[src/hdl/iurc_pkg.sv]
`default_nettype none

package iurc_pkg;

    localparam int MAX_PACKET_BYTES = 65535;
    localparam int POS_W            = $clog2(MAX_PACKET_BYTES + 1);

    localparam logic [15:0] PROTO_UDP    = 16'd17;
    localparam logic [15:0] SUM_ALL_ONES = 16'hFFFF;
    localparam logic [5:0]  MIN_IP_HDR   = 6'd20;
    localparam logic [15:0] UDP_HDR_LEN  = 16'd8;

    localparam logic [2:0] VERDICT_OK        = 3'd0;
    localparam logic [2:0] VERDICT_IP_CSUM   = 3'd1;
    localparam logic [2:0] VERDICT_UDP_LEN   = 3'd2;
    localparam logic [2:0] VERDICT_UDP_CSUM  = 3'd3;
    localparam logic [2:0] VERDICT_TRUNCATED = 3'd4;

    typedef struct packed {
        logic [7:0] data_byte;
        logic       last_byte;
    } rx_item_t;

    typedef struct packed {
        logic [2:0]  verdict;
        logic [31:0] source_address;
        logic [15:0] source_port;
        logic [6:0]  header_bytes;
        logic [15:0] payload_length;
    } res_item_t;

endpackage

`default_nettype wire

[src/hdl/ipv4_udp_receive_checker_core.sv]
// IPv4/UDP receive checker.
// rx channel: one packet byte per item, starting at the first IP header byte,
// last_byte set on the final byte. res channel: one verdict item per packet,
// issued for the final byte only (accepted, bad IP checksum, bad UDP length,
// bad UDP checksum, truncated); source address, port, header bytes and
// payload length are filled in only for an accepted packet, zero otherwise.
// Throughput: one byte per cycle; a byte is taken every cycle while the
// result side keeps up, including the first byte of the next packet right
// after a final byte.
// The verdict item for a packet follows the final byte through the input
// register, the running-sum update into a packet snapshot, and the verdict
// into the result register.
// Stall on res holds the result register; the snapshot stage and the input
// register keep filling, and rx stalls only when a final byte finds both
// later stages occupied. Bytes beyond the packet length limit are counted
// no further and not summed.
// Reset clears all packet state and empties every stage.
`default_nettype none

module ipv4_udp_receive_checker_core
    import iurc_pkg::*;
(
    input  wire logic      clk,
    input  wire logic      rst_n,
    input  wire logic      rx_valid,
    output logic           rx_stall,
    input  wire rx_item_t  rx_item,
    output logic           res_valid,
    input  wire logic      res_stall,
    output res_item_t      res_item
);

    localparam logic [POS_W-1:0] MaxPos = POS_W'(MAX_PACKET_BYTES);

    function automatic logic [15:0] fold_add(input logic [15:0] a, input logic [15:0] b);
        logic [16:0] s;
        s = {1'b0, a} + {1'b0, b};
        return s[15:0] + {15'd0, s[16]};
    endfunction

    // byte x is in pseudo-header addresses, UDP ports and length, or payload
    function automatic logic udp_cov(input logic [POS_W-1:0] x, input logic [5:0] hl,
                                     input logic [15:0] ulen);
        logic [POS_W-1:0] d;
        logic             hit;
        d   = x - POS_W'(hl);
        hit = 1'b0;
        if (x >= POS_W'(12) && x < POS_W'(20))
            hit = 1'b1;
        else if (x >= POS_W'(hl))
        begin
            if (d < POS_W'(6))
                hit = 1'b1;
            else if (d >= POS_W'(8) && 17'(d) < {1'b0, ulen})
                hit = 1'b1;
        end
        return hit;
    endfunction

    // input register
    logic       a_v_reg, a_v_next;
    logic [7:0] a_byte_reg;
    logic       a_last_reg;

    // packet state
    logic [POS_W-1:0] pos_reg, pos_next;
    logic [5:0]       hl_reg, hl_next;
    logic [15:0]      ip_sum_reg, ip_sum_next;
    logic [15:0]      udp_sum_reg, udp_sum_next;
    logic [7:0]       held_reg, held_next;
    logic [31:0]      src_reg, src_next;
    logic [15:0]      port_reg, port_next;
    logic [15:0]      ulen_reg, ulen_next;
    logic [15:0]      sent_reg, sent_next;

    // packet snapshot
    logic             b_v_reg, b_v_next;
    logic [POS_W-1:0] b_cnt_reg;
    logic [5:0]       b_hl_reg;
    logic [15:0]      b_ip_sum_reg;
    logic [15:0]      b_udp_sum_reg;
    logic [31:0]      b_src_reg;
    logic [15:0]      b_port_reg;
    logic [15:0]      b_ulen_reg;
    logic [15:0]      b_sent_reg;

    // result register
    logic      o_v_reg, o_v_next;
    res_item_t o_item_reg, o_item_next;

    logic o_free, b_free, a_go, rx_take;

    assign o_free   = !o_v_reg || !res_stall;
    assign b_free   = !b_v_reg || o_free;
    assign a_go     = a_v_reg && (!a_last_reg || b_free);
    assign rx_stall = a_v_reg && !a_go;
    assign rx_take  = rx_valid && !rx_stall;

    assign res_valid = o_v_reg;
    assign res_item  = o_item_reg;

    // running state update for the byte in the input register
    logic [5:0]       hl_eff;
    logic [POS_W-1:0] q;
    logic [POS_W-1:0] p_pair;
    logic             cov_p, cov_pair;
    logic [15:0]      word;

    always_comb
    begin
        hl_eff       = (pos_reg == '0) ? {a_byte_reg[3:0], 2'b00} : hl_reg;
        q            = pos_reg - POS_W'(hl_eff);
        p_pair       = pos_reg ^ POS_W'(1);
        word         = {held_reg, a_byte_reg};
        pos_next     = pos_reg;
        hl_next      = hl_eff;
        ip_sum_next  = ip_sum_reg;
        udp_sum_next = udp_sum_reg;
        held_next    = held_reg;
        src_next     = src_reg;
        port_next    = port_reg;
        ulen_next    = ulen_reg;
        sent_next    = sent_reg;
        cov_p        = 1'b0;
        cov_pair     = 1'b0;
        if (pos_reg < MaxPos)
        begin
            if (pos_reg >= POS_W'(12) && pos_reg < POS_W'(16))
                src_next = {src_reg[23:0], a_byte_reg};
            if (pos_reg >= POS_W'(hl_eff))
            begin
                if (q == POS_W'(0))
                    port_next = {a_byte_reg, 8'h00};
                else if (q == POS_W'(1))
                    port_next = {port_reg[15:8], a_byte_reg};
                else if (q == POS_W'(4))
                    ulen_next = {a_byte_reg, 8'h00};
                else if (q == POS_W'(5))
                    ulen_next = {ulen_reg[15:8], a_byte_reg};
                else if (q == POS_W'(6))
                    sent_next = {a_byte_reg, 8'h00};
                else if (q == POS_W'(7))
                    sent_next = {sent_reg[15:8], a_byte_reg};
            end
            cov_p    = udp_cov(pos_reg, hl_eff, ulen_next);
            cov_pair = udp_cov(p_pair, hl_eff, ulen_next);
            if (!pos_reg[0])
            begin
                held_next = a_byte_reg;
                // odd-length coverage: pad the lone high byte with zero
                if (cov_p && !cov_pair)
                    udp_sum_next = fold_add(udp_sum_reg, {a_byte_reg, 8'h00});
            end
            else
            begin
                if (pos_reg < POS_W'(hl_eff))
                    ip_sum_next = fold_add(ip_sum_reg, word);
                if (cov_pair && cov_p)
                    udp_sum_next = fold_add(udp_sum_reg, word);
            end
            pos_next = pos_reg + POS_W'(1);
        end
    end

    // verdict from the snapshot
    logic [6:0]  hl_plus8;
    logic [16:0] hl_ulen;
    logic [17:0] udp_total;
    logic [16:0] udp_fold1;
    logic [15:0] udp_fold2;
    logic [2:0]  verdict;

    always_comb
    begin
        hl_plus8  = {1'b0, b_hl_reg} + 7'd8;
        hl_ulen   = {11'd0, b_hl_reg} + {1'b0, b_ulen_reg};
        udp_total = {2'b00, b_udp_sum_reg} + {2'b00, PROTO_UDP}
                  + {2'b00, b_ulen_reg} + {2'b00, b_sent_reg};
        udp_fold1 = {1'b0, udp_total[15:0]} + {15'd0, udp_total[17:16]};
        udp_fold2 = udp_fold1[15:0] + {15'd0, udp_fold1[16]};
        priority if (b_hl_reg < MIN_IP_HDR)
            verdict = VERDICT_IP_CSUM;
        else if (b_cnt_reg < POS_W'(b_hl_reg))
            verdict = VERDICT_TRUNCATED;
        else if (b_ip_sum_reg != SUM_ALL_ONES)
            verdict = VERDICT_IP_CSUM;
        else if (b_cnt_reg < POS_W'(hl_plus8))
            verdict = VERDICT_TRUNCATED;
        else if (b_ulen_reg < UDP_HDR_LEN || hl_ulen > 17'(b_cnt_reg))
            verdict = VERDICT_UDP_LEN;
        else if (b_sent_reg != 16'd0 && udp_fold2 != SUM_ALL_ONES)
            verdict = VERDICT_UDP_CSUM;
        else
            verdict = VERDICT_OK;

        o_item_next         = '0;
        o_item_next.verdict = verdict;
        if (verdict == VERDICT_OK)
        begin
            o_item_next.source_address = b_src_reg;
            o_item_next.source_port    = b_port_reg;
            o_item_next.header_bytes   = hl_plus8;
            o_item_next.payload_length = b_ulen_reg - UDP_HDR_LEN;
        end
    end

    always_comb
    begin
        a_v_next = a_v_reg;
        if (rx_take)
            a_v_next = 1'b1;
        else if (a_go)
            a_v_next = 1'b0;
        b_v_next = b_v_reg;
        if (b_free)
            b_v_next = a_go && a_last_reg;
        o_v_next = o_v_reg;
        if (o_free)
            o_v_next = b_v_reg;
    end

    always_ff @(posedge clk or negedge rst_n)
    begin
        if (!rst_n)
        begin
            a_v_reg     <= 1'b0;
            b_v_reg     <= 1'b0;
            o_v_reg     <= 1'b0;
            pos_reg     <= '0;
            hl_reg      <= '0;
            ip_sum_reg  <= '0;
            udp_sum_reg <= '0;
            held_reg    <= '0;
            src_reg     <= '0;
            port_reg    <= '0;
            ulen_reg    <= '0;
            sent_reg    <= '0;
        end
        else
        begin
            a_v_reg <= a_v_next;
            b_v_reg <= b_v_next;
            o_v_reg <= o_v_next;
            if (a_go)
            begin
                if (a_last_reg)
                begin
                    // packet done: start the next one from clean state
                    pos_reg     <= '0;
                    hl_reg      <= '0;
                    ip_sum_reg  <= '0;
                    udp_sum_reg <= '0;
                    held_reg    <= '0;
                    src_reg     <= '0;
                    port_reg    <= '0;
                    ulen_reg    <= '0;
                    sent_reg    <= '0;
                end
                else
                begin
                    pos_reg     <= pos_next;
                    hl_reg      <= hl_next;
                    ip_sum_reg  <= ip_sum_next;
                    udp_sum_reg <= udp_sum_next;
                    held_reg    <= held_next;
                    src_reg     <= src_next;
                    port_reg    <= port_next;
                    ulen_reg    <= ulen_next;
                    sent_reg    <= sent_next;
                end
            end
        end
    end

    always_ff @(posedge clk)
    begin
        if (rx_take)
        begin
            a_byte_reg <= rx_item.data_byte;
            a_last_reg <= rx_item.last_byte;
        end
        if (a_go && a_last_reg)
        begin
            b_cnt_reg     <= pos_next;
            b_hl_reg      <= hl_next;
            b_ip_sum_reg  <= ip_sum_next;
            b_udp_sum_reg <= udp_sum_next;
            b_src_reg     <= src_next;
            b_port_reg    <= port_next;
            b_ulen_reg    <= ulen_next;
            b_sent_reg    <= sent_next;
        end
        if (o_free && b_v_reg)
            o_item_reg <= o_item_next;
    end

    a_pkt_restart: assert property (@(posedge clk) disable iff (!rst_n)
        a_go && a_last_reg |=> pos_reg == '0 && udp_sum_reg == 16'd0)
        else $error("packet state not cleared after final byte");

    a_pos_limit: assert property (@(posedge clk) disable iff (!rst_n)
        pos_reg <= MaxPos)
        else $error("byte position past packet limit");

    a_stall_full: assert property (@(posedge clk) disable iff (!rst_n)
        rx_stall |-> a_v_reg && a_last_reg && b_v_reg && o_v_reg)
        else $error("rx stalled with room in the pipeline");

    a_reject_clean: assert property (@(posedge clk) disable iff (!rst_n)
        o_v_reg && o_item_reg.verdict != VERDICT_OK |->
            o_item_reg.source_address == 32'd0 && o_item_reg.payload_length == 16'd0)
        else $error("rejected packet carries fields");

    a_verdict_range: assert property (@(posedge clk) disable iff (!rst_n)
        o_v_reg |-> o_item_reg.verdict <= VERDICT_TRUNCATED)
        else $error("verdict code out of range");

endmodule

`default_nettype wire

[config.mk]
export PLATFORM = sky130hd
export DESIGN_NAME = ipv4_udp_receive_checker_core
export DESIGN_NICKNAME = d
export VERILOG_FILES = /design/src/hdl/iurc_pkg.sv /design/src/hdl/ipv4_udp_receive_checker_core.sv
export SDC_FILE = /design/constraint.sdc
export NUM_CORES = 1
export LEC_CHECK = 0
export BUFFER_PORTS_ARGS = -buffer_cell sky130_fd_sc_hd__buf_2
export CELL_PAD_IN_SITES_DETAIL_PLACEMENT = 1
export CELL_PAD_IN_SITES_GLOBAL_PLACEMENT = 2
export CORE_ASPECT_RATIO = 0.5
export CORE_MARGIN = 1
export CORE_UTILIZATION = 30
export CTS_CLUSTER_SIZE = 12
export DETAILED_ROUTE_END_ITERATION = 10
export PLACE_DENSITY = 0.66
export SYNTH_ARGS = -nofsm -noshare
export SYNTH_HDL_FRONTEND = slang
export SYNTH_SLANG_ARGS = --single-unit
export TNS_END_PERCENT = 20
[constraint.sdc]
create_clock -name clk -period 8.5 [get_ports clk]
set_input_delay 0.425 -clock clk [delete_from_list [all_inputs] [get_ports clk]]
set_output_delay 0.425 -clock clk [all_outputs]
set_load 0.02 [all_outputs]
==> results.sh <==
export IMPL_status="completed"
export IMPL_finalCriticalPeriod_ns=8.033
export IMPL_crit_fanout=17
export IMPL_cts_made_buffers=41
export IMPL_synth_edf_count=217
export IMPL_clockRootBuffer="clkbuf_16"
export IMPL_fin_util_pct=35.45
export IMPL_clk_path_buf_depth=3
export IMPL_tns_ns=0
export IMPL_diodes=0
export IMPL_synth_nets=2277
export IMPL_totalWireLength_mm=75.06
export IMPL_synthTopCellsByArea="edfxtp_1 (29%), dfrtp_1 (16%), ha_1 (8.5%)"
export IMPL_finClkSkew_ns=0.01518
export IMPL_worst_path_most_repeated_cell="o21ai_0"
export IMPL_ant_nets=0
export IMPL_end_kind="register"
export IMPL_first_pass_iters=5
export IMPL_clock_sinks=362
export IMPL_boundaryPins=89
export IMPL_drc_errors=0
export IMPL_synth_cell_types=99
export IMPL_worst_setup_path_start_kind="register"
export IMPL_synth_seq_area_share_pct=45.39
export IMPL_vdd_drop_max_uv=115.8
export IMPL_htreeDepth=2
export IMPL_maxSlewHeadroom_pct=21.67
export IMPL_num_rows=70
export IMPL_antenna_found_initial=5
export IMPL_first_iter_violations=1085
export IMPL_die_width_um=388.0
export IMPL_gp_congestion=0.9032
export IMPL_critPathRequiredTime_ns=8.89
export IMPL_drive_above_1_share_pct=17.29
export IMPL_synth_top_cell_area_share_pct=29.16
export IMPL_async_flop_share_pct=40.06
export IMPL_tightestPinTransition_ns=1.175
export IMPL_crit_type="reg -> reg"
export IMPL_hold_viol=0
export IMPL_start_util_pct=30.45
export IMPL_viasPerCell=5.393
export IMPL_largest_reg_flops=74
export IMPL_hp_class="in -> reg"
export IMPL_max_stage_delay_ns=0.56
export IMPL_maxCapViolations=0
export IMPL_netlist_area_sq_um=22350
export IMPL_grt_pass1_vias=17670
export IMPL_wl_per_cell_um=23.42
export IMPL_gr_total_overflow=0
export IMPL_crit_slowest_cell="or4_4"
export IMPL_crit_arrival_ns=8.42
export IMPL_min_period_over_period_pct=94.50
export IMPL_power_density_nw_per_um2=210.7
export IMPL_dp_hpwl_mm=53.03
export IMPL_leakage_nw=10.65
export IMPL_grt_pass1_wl_mm=112.8
export IMPL_fmax_mhz=124.5
export IMPL_io_buffer_count=88
export IMPL_synth_flop_cell="edfxtp_1"
export IMPL_final_max_slew_viol_count=0
export IMPL_yosysTopAreaCell="edfxtp_1"
export IMPL_clk_latency_ns=0.57
export IMPL_final_nets=2388
export IMPL_core_sq_um=73400
export IMPL_ys_warn_count=0
export IMPL_cts_tree="built"
export IMPL_synthCells=2090
export IMPL_clkTransAtPathRegs_ns=0.06
export IMPL_vias=17290
export IMPL_final_setup_viol_count=0
export IMPL_grt_max_degree=75
export IMPL_fp_dieArea_sq_um=75660
export IMPL_ys_seq_elements=362
export IMPL_syn2layout_area_growth_pct=16.44
export IMPL_grt_use_total_pct=19.32
export IMPL_die_y_um=195.0
export IMPL_syn_area_per_cell_sq_um=10.69
critical path, delay by kind of cell, from the launching register on:
kind                       cells  cell delay (ns)
AOI/OAI and AO/OA             15             2.73
xor gates and xnor gates       1             0.14
adders and majority gates      6             1.82
buffers and inverters          1             0.28
DFF                            1             0.41
and+or+nand+nor               10             2.46
synthesized netlist by cell type (5+ instances only):
| cell | count |
|---|---|
| clkbuf_1 | 90 |
| o21a_1 | 17 |
| edfxtp_1 | 217 |
| a22o_1 | 96 |
| xor2_1 | 48 |
| nand2b_1 | 30 |
| nor4b_1 | 52 |
| dfrtp_1 | 145 |
| nand3_1 | 49 |
| a2111oi_0 | 8 |
| or4_1 | 9 |
| mux2i_1 | 22 |
| or2_2 | 6 |
| and2_1 | 8 |
| a31oi_1 | 13 |
| inv_1 | 106 |
| a211oi_1 | 12 |
| buf_1 | 10 |
| buf_2 | 5 |
| o211ai_1 | 6 |
| mux2_2 | 50 |
| and4_1 | 5 |
| xnor2_1 | 93 |
| nor2b_1 | 21 |
| a21o_1 | 33 |
| o21bai_1 | 20 |
| o22ai_1 | 8 |
| nor3_1 | 36 |
| or3_1 | 15 |
| o31ai_1 | 16 |
| nor3b_1 | 5 |
| nor4_1 | 38 |
| ha_1 | 151 |
| fa_1 | 23 |
| nor2_1 | 93 |
| a21oi_1 | 94 |
| nand2_1 | 172 |
| a2bb2oi_1 | 5 |
| nand4_1 | 33 |
| o21ai_0 | 107 |
| and3_1 | 23 |
cells by family (layout without fill, tap and decap cells):
kind of cell | after synthesis | after routing | share of synthesized area (%)
AOI/OAI and AO/OA | 500 | 500 | 15.82
buffers and inverters | 215 | 358 | 3.757
xor gates and xnor gates | 143 | 143 | 5.700
adders and majority gates | 175 | 175 | 10.56
and+or+nand+nor | 621 | 621 | 15.15
DFF | 362 | 362 | 45.39
muxes | 74 | 74 | 3.622
placed cells by master (no fill, tap or decap), types with 22 or more instances in the layout:
cell,n
nand3_1,49
a21o_1,33
clkbuf_16,45
mux2i_1,22
nand4_1,33
nor3_1,36
a21oi_1,91
xor2_1,48
nor2_1,92
mux2_2,50
nand2b_1,30
nor4b_2,40
dfrtp_1,145
o21ai_0,106
ha_1,149
xnor2_1,93
buf_2,87
edfxtp_1,217
fa_1,22
nor4_1,35
a22o_1,96
nand2_1,171
buf_4,80
inv_1,106
timing repair:
action,4_1_cts,5_1_grt
gates resized for setup,1,70
cloned,0,5
endpoints found under the hold margin,50,0
setup endpoints to repair,31,73
pin swaps,0,9
hold buffers,1,0
buffers inserted,0,5
final timing paths:
kind,start,slack [ns],end,cells after the start
min in group asynchronous,rst_n,0.39,src_reg[31]$_DFFE_PN0P_,2
worst max register to register,b_udp_sum_reg[2]$_DFFE_PP_,0.47,res_item[42]$_SDFFCE_PP0P_,33
worst min-delay path,rx_item[0],0.03,a_last_reg$_DFFE_PP_,1
worst max-delay path,b_udp_sum_reg[2]$_DFFE_PP_,0.47,res_item[42]$_SDFFCE_PP0P_,33
max in group asynchronous,rst_n,6.20,ip_sum_reg[10]$_DFFE_PN0P_,4
worst min register to register,ulen_reg[5]$_DFFE_PN0P_,0.48,ulen_reg[5]$_DFFE_PN0P_,2
final cells by class:
| cell class | count | area, sq um |
|---|---|---|
| clock inverters | 15 | 146.4 |
| multi-input cells | 1513 | 11760 |
| clock buffers | 60 | 1140 |
| well taps | 972 | 1216 |
| flip-flops and latches | 362 | 10140 |
| repair buffers | 177 | 1214 |
| fillers | 8124 | 47370 |
| inverters | 106 | 397.9 |
per-layer routing:
| metal | global-route usage, % | vias up | wire length (um) |
|---|---|---|---|
| li1 | - | 8037 | - |
| met1 | 28.64 | 8829 | 37210 |
| met2 | 29.90 | 346 | 33410 |
| met3 | 2.979 | 71 | 3342 |
| met4 | 3.396 | 2 | 1080 |
| met5 | 0 | - | 13 |
power breakdown:
part	switching (mW)	leakage, nW	internal, mW	total [mW]
combinational	1.02	5.95	0.640	1.66
clock	0.772	0.611	0.974	1.75
sequential	0.0960	4.10	1.98	2.07
total	1.89	10.7	3.59	5.48
stage by stage:
stage / total power [mW] / cells / hold slack, ns / instance area (sq um) / setup slack, ns
4_1_cts: 5.512 / 3195 / 0.005676 / 25540 / 0.02554
3_3_place_gp: 3.721 / 3119 / 0.4258 / 24240 / 0.2066
3_5_place_dp: 3.736 / 3119 / 0.4278 / 24240 / -0.04523
6_report: 5.482 / 3205 / 0.03069 / 26020 / 0.4673
2_1_floorplan: 3.208 / 2090 / 0.1294 / 22350 / 0.6750
5_1_grt: 5.782 / 3205 / 0.008132 / 26020 / -0.05155
Note: power is estimated with default switching activity, not from simulation.
